**src/sv/mbet_pkg.sv**
```systemverilog
// ----------------------------------------------------------------------------
// Mandelbrot escape-time package
// Widths, fixed-point constants and the core status bundle.
// ----------------------------------------------------------------------------
package mbet_pkg;

   // Input point in signed Q4.28, orbit value z in signed Q7.28.
   localparam int FracBits  = 28;
   localparam int PointW    = 32;
   localparam int ZW        = 35;
   // Magnitude of a z component stays below 16, so 32 bits hold it.
   localparam int MagW      = 32;
   localparam int ProdW     = 2 * MagW;
   // A square truncated back to Q.28.
   localparam int SqW       = ProdW - FracBits;
   // Doubled cross product truncated back to Q.28.
   localparam int CrossW    = ProdW + 1 - FracBits;
   // Working width of the update sums.
   localparam int SumW      = CrossW + 1;
   localparam int CountW    = 16;

   localparam logic [CountW-1:0] LimitReset = CountW'(1000);
   // Escape threshold 4.0 in Q.28.
   localparam logic [SqW:0] Threshold = (SqW+1)'(4) << FracBits;
   localparam logic [FracBits-1:0] FracMask = '1;

   // Status from the core to the top level.
   typedef struct packed {
      logic              idle;
      logic              done;
      logic [CountW-1:0] count;
   } mbet_status_type;

endpackage

```
**src/sv/mbet_mult.sv**
```systemverilog
// ----------------------------------------------------------------------------
// Shared multiplier
// Unsigned 32 x 32 multiplier with a registered 64-bit product.
// ----------------------------------------------------------------------------
module mbet_mult (
   input  logic                        clock,
   input  logic [mbet_pkg::MagW-1:0]   op_a,
   input  logic [mbet_pkg::MagW-1:0]   op_b,
   output logic [mbet_pkg::ProdW-1:0]  product_ff
);

   // The product of the operands is registered in product_ff.
   always_ff @(posedge clock) begin
      product_ff <= op_a * op_b;
   end

endmodule

```
**src/sv/mbet_core.sv**
```systemverilog
// ----------------------------------------------------------------------------
// Escape-time iteration core
// Sequencer that runs z = z*z + c through one shared multiplier.
// ----------------------------------------------------------------------------
module mbet_core (
   input  logic                            clock,
   input  logic                            reset,
   input  logic                            start,
   input  logic [mbet_pkg::PointW-1:0]     point_real,
   input  logic [mbet_pkg::PointW-1:0]     point_imag,
   input  logic [mbet_pkg::CountW-1:0]     limit,
   input  logic                            out_ready,
   output mbet_pkg::mbet_status_type       status
);

   typedef enum logic [2:0] {
      S_IDLE,
      S_SQ_RE,
      S_SQ_IM,
      S_CROSS,
      S_UPDATE,
      S_EMIT
   } state_type;

   state_type                          state_ff, state_in;
   logic signed [mbet_pkg::ZW-1:0]     zr_ff, zr_in;
   logic signed [mbet_pkg::ZW-1:0]     zi_ff, zi_in;
   logic signed [mbet_pkg::PointW-1:0] cr_ff, cr_in;
   logic signed [mbet_pkg::PointW-1:0] ci_ff, ci_in;
   logic [mbet_pkg::SqW-1:0]           sr_ff, sr_in;
   logic [mbet_pkg::SqW-1:0]           si_ff, si_in;
   logic [mbet_pkg::CountW-1:0]        step_ff, step_in;
   logic [mbet_pkg::CountW-1:0]        result_ff, result_in;

   logic [mbet_pkg::MagW-1:0]          ar, ai, op_a, op_b;
   logic [mbet_pkg::ZW-1:0]            zr_neg, zi_neg;
   logic [mbet_pkg::ProdW-1:0]         product;
   logic [mbet_pkg::SqW-1:0]           prod_sq;
   logic [mbet_pkg::SqW:0]             mag_sum;
   logic [mbet_pkg::ProdW:0]           cross_dbl;
   logic [mbet_pkg::ProdW:0]           cross_rnd;
   logic [mbet_pkg::CrossW-1:0]        cross_q;
   logic                               cross_neg;
   logic signed [mbet_pkg::SumW-1:0]   re_next, im_next;
   logic [mbet_pkg::CountW-1:0]        step_inc;

   // Magnitudes of the current z; both stay below 16 before each test.
   always_comb begin
      zr_neg = -zr_ff;
      zi_neg = -zi_ff;
      ar     = zr_ff[mbet_pkg::ZW-1] ? zr_neg[mbet_pkg::MagW-1:0]
                                     : zr_ff[mbet_pkg::MagW-1:0];
      ai     = zi_ff[mbet_pkg::ZW-1] ? zi_neg[mbet_pkg::MagW-1:0]
                                     : zi_ff[mbet_pkg::MagW-1:0];
   end

   // Operand selection for the shared multiplier.
   always_comb begin
      op_a = ar;
      op_b = ar;
      unique case (state_ff)
         S_SQ_IM: begin
            op_a = ai;
            op_b = ai;
         end
         S_CROSS: begin
            op_a = ar;
            op_b = ai;
         end
         default: begin
            op_a = ar;
            op_b = ar;
         end
      endcase
   end

   mbet_mult u_mult (
      .clock      (clock),
      .op_a       (op_a),
      .op_b       (op_b),
      .product_ff (product)
   );

   // Square truncated to Q.28 and the escape test sum.
   assign prod_sq = product[mbet_pkg::ProdW-1:mbet_pkg::FracBits];
   assign mag_sum = {1'b0, sr_ff} + {1'b0, prod_sq};

   // Doubled cross product, shifted down by flooring toward minus infinity.
   always_comb begin
      cross_dbl = {product, 1'b0};
      cross_neg = zr_ff[mbet_pkg::ZW-1] ^ zi_ff[mbet_pkg::ZW-1];
      cross_rnd = cross_neg ? cross_dbl + (mbet_pkg::ProdW+1)'(mbet_pkg::FracMask)
                            : cross_dbl;
      cross_q   = cross_rnd[mbet_pkg::ProdW:mbet_pkg::FracBits];
   end

   // Next orbit value.
   always_comb begin
      re_next = $signed({2'b00, sr_ff}) - $signed({2'b00, si_ff})
              + mbet_pkg::SumW'(cr_ff);
      im_next = cross_neg ? mbet_pkg::SumW'(ci_ff) - $signed({1'b0, cross_q})
                          : mbet_pkg::SumW'(ci_ff) + $signed({1'b0, cross_q});
      step_inc = step_ff + 1'b1;
   end

   // Sequencer next-state logic.
   always_comb begin
      state_in  = state_ff;
      zr_in     = zr_ff;
      zi_in     = zi_ff;
      cr_in     = cr_ff;
      ci_in     = ci_ff;
      sr_in     = sr_ff;
      si_in     = si_ff;
      step_in   = step_ff;
      result_in = result_ff;
      unique case (state_ff)
         S_IDLE: begin
            if (start) begin
               zr_in     = '0;
               zi_in     = '0;
               cr_in     = point_real;
               ci_in     = point_imag;
               step_in   = '0;
               result_in = '0;
               state_in  = (limit == '0) ? S_EMIT : S_SQ_RE;
            end
         end
         S_SQ_RE: begin
            state_in = S_SQ_IM;
         end
         S_SQ_IM: begin
            sr_in    = prod_sq;
            state_in = S_CROSS;
         end
         S_CROSS: begin
            // Escape when re*re + im*im is strictly above 4.0.
            si_in = prod_sq;
            if (mag_sum > mbet_pkg::Threshold) begin
               result_in = step_ff;
               state_in  = S_EMIT;
            end else begin
               state_in  = S_UPDATE;
            end
         end
         S_UPDATE: begin
            zr_in   = re_next[mbet_pkg::ZW-1:0];
            zi_in   = im_next[mbet_pkg::ZW-1:0];
            step_in = step_inc;
            if (step_inc == limit) begin
               result_in = '0;
               state_in  = S_EMIT;
            end else begin
               state_in  = S_SQ_RE;
            end
         end
         S_EMIT: begin
            if (out_ready) begin
               state_in = S_IDLE;
            end
         end
         default: begin
            state_in = S_IDLE;
         end
      endcase
   end

   // State and working registers.
   always_ff @(posedge clock) begin
      if (reset) begin
         state_ff <= S_IDLE;
      end else begin
         state_ff <= state_in;
      end
      zr_ff     <= zr_in;
      zi_ff     <= zi_in;
      cr_ff     <= cr_in;
      ci_ff     <= ci_in;
      sr_ff     <= sr_in;
      si_ff     <= si_in;
      step_ff   <= step_in;
      result_ff <= result_in;
   end

   assign status.idle  = (state_ff == S_IDLE);
   assign status.done  = (state_ff == S_EMIT);
   assign status.count = result_ff;

endmodule

```
**src/sv/mandelbrot_escape_time.sv**
```systemverilog
// ----------------------------------------------------------------------------
// Mandelbrot escape-time unit
// Takes a point c, iterates z = z*z + c and returns the escape step index.
// ----------------------------------------------------------------------------
// Usage:
// A point arrives as one beat on the req_ channel: req_tdata holds the real
// part in bits 31:0 and the imaginary part in bits 63:32, both signed Q4.28.
// The block returns one beat on the rsp_ channel whose rsp_tdata is the step
// index at which |z|^2 first exceeds 4.0, or 0 when the iteration limit runs
// out. The limit is written through csr_wr_en and csr_wr_data; the user
// must do so only while idle, since the block itself does not enforce it.
// Each iteration runs on the single shared multiplier: the two squares and
// the cross product, then the update. req_tready is high only while no
// point is in work, so one point is processed at a time.
// The result sits in an output register; a new point may be accepted while
// it waits. If the receiver stalls and a second result is ready, the core
// holds it until the output register frees up.
// Reset clears both channels and sets the limit to 1000.
// ----------------------------------------------------------------------------
module mandelbrot_escape_time (
   input  logic        clock,
   input  logic        reset,
   // Configuration port: iteration limit.
   input  logic        csr_wr_en,
   input  logic [15:0] csr_wr_data,
   // Input point: point_real [31:0], point_imag [63:32].
   input  logic        req_tvalid,
   output logic        req_tready,
   input  logic [63:0] req_tdata,
   // Result: escape_count [15:0].
   output logic        rsp_tvalid,
   input  logic        rsp_tready,
   output logic [15:0] rsp_tdata
);

   logic [mbet_pkg::CountW-1:0] limit_ff;
   logic                        rsp_valid_ff;
   logic [mbet_pkg::CountW-1:0] rsp_data_ff;
   logic                        out_free;
   mbet_pkg::mbet_status_type   status;

   // Iteration limit register.
   always_ff @(posedge clock) begin
      if (reset) begin
         limit_ff <= mbet_pkg::LimitReset;
      end else if (csr_wr_en) begin
         limit_ff <= csr_wr_data;
      end
   end

   assign out_free = !rsp_valid_ff || rsp_tready;

   mbet_core u_core (
      .clock      (clock),
      .reset      (reset),
      .start      (req_tvalid),
      .point_real (req_tdata[31:0]),
      .point_imag (req_tdata[63:32]),
      .limit      (limit_ff),
      .out_ready  (out_free),
      .status     (status)
   );

   // Output register holds the result beat until it is taken.
   always_ff @(posedge clock) begin
      if (reset) begin
         rsp_valid_ff <= 1'b0;
      end else if (status.done && out_free) begin
         rsp_valid_ff <= 1'b1;
      end else if (rsp_tready) begin
         rsp_valid_ff <= 1'b0;
      end
      if (status.done && out_free) begin
         rsp_data_ff <= status.count;
      end
   end

   assign req_tready = status.idle;
   assign rsp_tvalid = rsp_valid_ff;
   assign rsp_tdata  = rsp_data_ff;

endmodule

```
**config.mk**
```make
export PLATFORM = sky130hd
export DESIGN_NAME = mandelbrot_escape_time
export DESIGN_NICKNAME = d
export VERILOG_FILES = /design/src/sv/mbet_pkg.sv /design/src/sv/mbet_mult.sv /design/src/sv/mbet_core.sv /design/src/sv/mandelbrot_escape_time.sv
export SDC_FILE = /design/constraint.sdc
export NUM_CORES = 2
export LEC_CHECK = 0
export ABC_AREA = 1
export BUFFER_PORTS_ARGS = -buffer_cell sky130_fd_sc_hd__buf_2
export CAP_MARGIN = 20
export CORE_AREA = 4 4 417 419
export CTS_CLUSTER_SIZE = 28
export DETAILED_ROUTE_END_ITERATION = 10
export DIE_AREA = 0 0 421 423
export MAX_ROUTING_LAYER = met4
export PLACE_DENSITY_LB_ADDON = 0.3
export SLEW_MARGIN = 5
export SYNTH_ARGS = -nofsm -noshare
export SYNTH_HDL_FRONTEND = slang
export SYNTH_HIERARCHICAL = 1
export SYNTH_SLANG_ARGS = --single-unit
```
**constraint.sdc**
```tcl
create_clock -name clock -period 22.3 [get_ports clock]
set_input_delay 4.46 -clock clock [delete_from_list [all_inputs] [get_ports clock]]
set_output_delay 4.46 -clock clock [all_outputs]
set_load 0.01 [all_outputs]
```
Word level (Yosys, flattened, before mapping)
Index checks and enable logic that the tools add are counted.
{ "word_totals": {"elab_cells": 70, "input_bits": 85, "output_inout_bits": 18, "register_bits": 337} }
{ "op_classes": {"reduce_logical": 13, "n_addsub": 9, "multipliers": 1, "n_eq_ne": 10, "bitwise_logic": 1, "n_mux": 22, "magnitude_cmp": 1} }
{ "op_table": {"columns": ["cell", "count"], "rows": [
  ["$pmux 35 s2", 2],
  ["$mux 32", 4],
  ["$mux 35", 2],
  ["$mul 32x32->64", 1],
  ["$neg 32->32", 2],
  ["$add 63x28->63 const B", 1],
  ["$mux 63", 1],
  ["$mux 16", 3],
  ["$pmux 16 s3", 1],
  ["$add 36x36->37", 1],
  ["$gt 37x31->1 const B", 1],
  ["$add 32x35->35", 1],
  ["$add 35x32->35", 1],
  ["$sub 32x35->35", 1],
  ["$sub 35x35->35", 1],
  ["$pmux 16 s2", 1],
  ["$pmux 3 s6", 1],
  ["$add 16x1->16 const B", 1],
  ["$eq 16x16->1", 1],
  ["$logic_not 16->1", 1],
  ["$mux 3", 4],
  ["$eq 3x2->1 const B", 2],
  ["$eq 3x3->1 const B", 2],
  ["$reduce_and 2->1", 3],
  ["other kinds (13)", 18]
]} }

Depth between registers and ports, before layout
{ "depth": {"ltp_word": 5, "depth_mapped": 44, "ltp_nobuf": 43} }

Cells and area by module
The synthesis kept the hierarchy.
{ "modules_own_cells": {"columns": ["mod", "area_per_inst_um2", "cells_per_inst", "instances"], "rows": [
  ["mbet_mult", 37454.7, 5022, 1],
  ["mbet_core", 20653.6, 2918, 1],
  ["mandelbrot_escape_time", 1073.5, 91, 1]
]} }

Worst setup path before layout
OpenSTA, ideal clock, no wires.
{ "synth_path": {"kind": "input to register", "startpoint": "in req_tvalid", "endpoint": "reg u_core/step_ff[0] (netlist bit) (enable)", "setup_ns": 0.436, "arrival_ns": 10.698, "n_path_buf": 0, "path_slack_ns": 11.166, "stages": 4, "cell_sequence": "inv_1 nor3_1 nor2_1 inv_1"} }
{ "synth_between": {"elab_chain_len": 2} }
{ "synth_rtl": {"columns": ["item", "line_no", "text"], "rows": [
  ["from (decl)", "mandelbrot_escape_time.sv:27", "input logic req_tvalid,"],
  ["$ne 2x2->1 (no source line)", null, null],
  ["$reduce_and 2->1 (no source line)", null, null],
  ["to (signal assigned)", "mbet_core.sv:181", "step_ff <= step_in;"],
  ["to (decl)", "mbet_core.sv:32", "logic [mbet_pkg::CountW-1:0] step_ff, step_in;"]
]} }
Every way passes these cells.
A chain may end at the register's enable or synchronous reset.

Final worst setup path
{ "layout_path": {"startpoint": "reg u_core.state_ff[0]", "endpoint": "reg u_core/u_mult/product_ff[42] (netlist bit)"} }
{ "layout_between": {"elab_chain_len": 4} }
{ "layout_rtl": {"columns": ["item", "line_no", "text"], "rows": [
  ["from (decl)", "mbet_core.sv:25", "state_type state_ff, state_in;"],
  ["from (signal assigned)", "mbet_core.sv:173", "state_ff <= state_in;"],
  ["$eq 3x2->1", "mbet_core.sv:61", "unique case (state_ff)"],
  ["$reduce_or 2->1 (no source line) (*)", null, null],
  ["$mux 32 (*)", "mbet_core.sv:61", null],
  ["named net u_core.op_b, one bit", "mbet_core.sv:35", "logic [mbet_pkg::MagW-1:0] ar, ai, op_a, op_b;"],
  ["$mul 32x32->64 (*)", "mbet_mult.sv:14", "product_ff <= op_a * op_b;"],
  ["to (signal assigned)", "mbet_mult.sv:14", null],
  ["to (decl)", "mbet_mult.sv:9", "output logic [mbet_pkg::ProdW-1:0] product_ff"]
]} }
The timed path passes the listed nets; every way through them passes the cells marked *.

==> impl_results.md <==
- Placed instance count: 10200
- Critical path class: flop to flop
- Core Region: 171000 um2
- IO Port Bufs: 102
- Most frequent CP cell: fa_1
- Post-CTS Setup Inserts: 0
- Die area: 178000 um2
- Syn nets: 9420
- CTS max path bufs: 3
- Syn avg cell area: 7.37 um2
- Reg-to-Reg Start: u_core/state_ff[0]
- FILL cells: 17800
- FF-to-FF path depth: 30
- Post-cts resize count: 0
- Crit path DAT: 10.14 ns
- CTS tree: yes
- CTS root buf: clkbuf_16
- Synth Area in Adders: 0.394
- Vias in the first global route: 50900
- Initial drt markers: 3705
- Hold EP: rsp_tdata[14]
- RSZ-0062 raised after global routing: no
- Layout Nets: 9422
- Ys flop type: edfxtp_1
- Area growth syn-to-layout: 8.25%
- Buffers & Inverters on Critical Path: 7
- Multi-input logic area: 40800 um2
- Ranking of synthesized cells by area: fa_1 (32%), nand2_1 (15%), inv_1 (14%), edfxtp_1 (13%), ha_1 (7.9%)
- Syn Inst Count: 8031
- CTS buffer count: 44
- Ports: 103
- CTS Hold Buffers Added: 0
- Most frequent cell after synthesis: nand2_1
- Mapped Area: 59200 um2
- Tot GR Track Use: 0.223
- Drt wl/cell: 18.7 um
- Commonest cells in the netlist: nand2_1 (2331), inv_1 (2270), fa_1 (932)
- H-tree Lvls: 2
- Hold WS: 0.416 ns
- Initial antenna violation count: 8
- Slew headroom: 0.292
- Largest family of logic cells by synthesized area: adder cells
- Synthesized flop and latch total: 333
- Status: finished clean
- Setup TNS: 0 ns
- CP Capture Type: flop
- Storage element area: 9160 um2
- Slowest stage cell, crit path: o21ai_4
- Leading area contributor after synthesis: fa_1
- Vias: 49200
- CP delay by family, top: adder cells
- Synth warnings: 6
- Top-area cell type share of the netlist area: 0.315
- Rows: 152
- CP Data Required Time: 22.81 ns
- Post-Synth XOR/XNOR Area: 0.0233
- DRC viols: 0
- Setup violators final: 0
- Vias per cell: 4.78
- Nature of the critical path startpoint: flop
- Sequential-to-total area share from yosys stat: 0.155
- Simple-gate area share of the yosys netlist: 0.223
- Initial core utilization: 0.347
- Final HPWL DP: 154000 um
- Post-synthesis mux area share: 0
- Final hold violations: 0
- Post-synth EDFFs: 249
- Synth Area in Compound Gates: 0.0442
- Non-Filler Instances: 10300
- Clock transition at the registers of the reported paths: 0.06 ns
- Synth cell types: 54
- Antenna Violating Nets Remaining: 0
- Min Clock Period, post-route: 9.62 ns
- Crit path max fanout: 37
- Worst Skew: 0.0280 ns
- Fmax: 104 MHz
- Reg2reg end: u_core/u_mult/product_ff[42]
- HP Class: flop to flop
- Post-synth ARST share: 0
- Sink Count: 333
- Final period util: 0.431
- Drt total wl: 192000 um
- Largest net degree at the start of global routing: 83
- Reg2Reg Setup Slack: 12.68 ns
- HP Start: u_core/result_ff[14]
- Router iterations before antenna repair: 6
- Share of cells above drive strength 1: 0.0556
- First-pass GRT wire length: 299000 um
- Gr ovfl total: 0
- Slowest Stage Delay on Critical Path: 0.91 ns
- Worst-Skew Late Latency: 0.63 ns
- Maxcap violations: 0
- Final Max Slew Viols: 0
- Cell depth of the worst hold path: 0
- Die Width: 421 um
- Routability cong.: 0.958
- Die height: 423 um
- Slew @ Worst Pin: 1.06 ns
[registers in the layout (all words and copies together), names as in the netlist]
signal / count
limit_ff: 16
u_core/zr_ff: 33
u_core/si_ff: 35
u_core/step_ff: 16
rsp_tvalid: 1
u_core/result_ff: 16
u_core/ci_ff: 32
u_core/u_mult/product_ff: 64
rsp_tdata: 16
u_core/cr_ff: 32
u_core/zi_ff: 33
u_core/state_ff: 3
u_core/sr_ff: 36
[worst register-to-register path, delay by kind of cell, from the launching register on]
kind	cells	cell delay, ns
simple gates	12	1.69
compound gates	2	1.26
fa+ha+maj	9	4.24
flops	1	0.41
buf+inv	7	1.90
[worst max-delay path by stage]
stage / start / end / slack [ns] / depth (start not counted)
CTS: u_core/state_ff[0] / u_core/u_mult/product_ff[28] / 11.60 / 27
floorplan: req_tvalid / u_core/step_ff[0] / 11.17 / 4
detailed placement: u_core/state_ff[0] / u_core/u_mult/product_ff[28] / 11.72 / 27
finish: u_core/state_ff[0] / u_core/u_mult/product_ff[42] / 12.68 / 30
global route: u_core/zr_ff[0] / u_core/u_mult/product_ff[55] / 11.95 / 36
global placement: u_core/state_ff[0] / u_core/u_mult/product_ff[28] / 11.74 / 27
[per-stage QoR]
stage          setup slack, ns  area, um2  utilization
3_5_place_dp             11.72      62500        0.366
2_1_floorplan            11.17      59200            -
6_report                 12.68      64100        0.376
4_1_cts                  11.60      64000        0.375
5_1_grt                  11.95      64100        0.376
3_3_place_gp             11.74      62500        0.366
[cell type report]
class,count,area share
clock buffers,50,0.0175
diodes,3,0.000117
clock inverters,32,0.00617
multi-input cells,5175,0.637
flip-flops and latches,333,0.143
repair buffers,184,0.0182
inverters,2295,0.135
well taps,2233,0.0436
[cell usage in the layout, fill, tap and decap left out, drive strengths merged, types with 75 or more instances in the layout]
cell type     n
nor2        474
nand4        75
inv        2294
buf         184
o21ai       186
ha          372
edfxtp      249
a21oi       218
dfxtp        84
nand3       205
fa          932
xor2        105
nand2      2360
[routing by layer]
metal / global-route usage / vias to the layer above / routed length [um] / part of all wire
met5: - / - / 0 / 0
met4: 0.0550 / 0 / 5410 / 0.028
met3: 0.0284 / 239 / 11700 / 0.061
met2: 0.369 / 1401 / 91700 / 0.48
met1: 0.291 / 24200 / 83400 / 0.43
li1: - / 23400 / - / -
[logic make-up (layout without fill, tap and decap cells)]
kind of cell               after synthesis  count (layout)
other                                    0               3
DFF                                    333             333
xor gates and xnor gates               155             155
adders and majority gates             1304            1304
AOI/OAI and AO/OA                      482             482
and+or+nand+nor                       3234            3234
buffers and inverters                 2523            2561
Power is left out: the tool's default activity adds up to more than one toggle a clock period on the data nets, which glitch-free logic cannot reach.
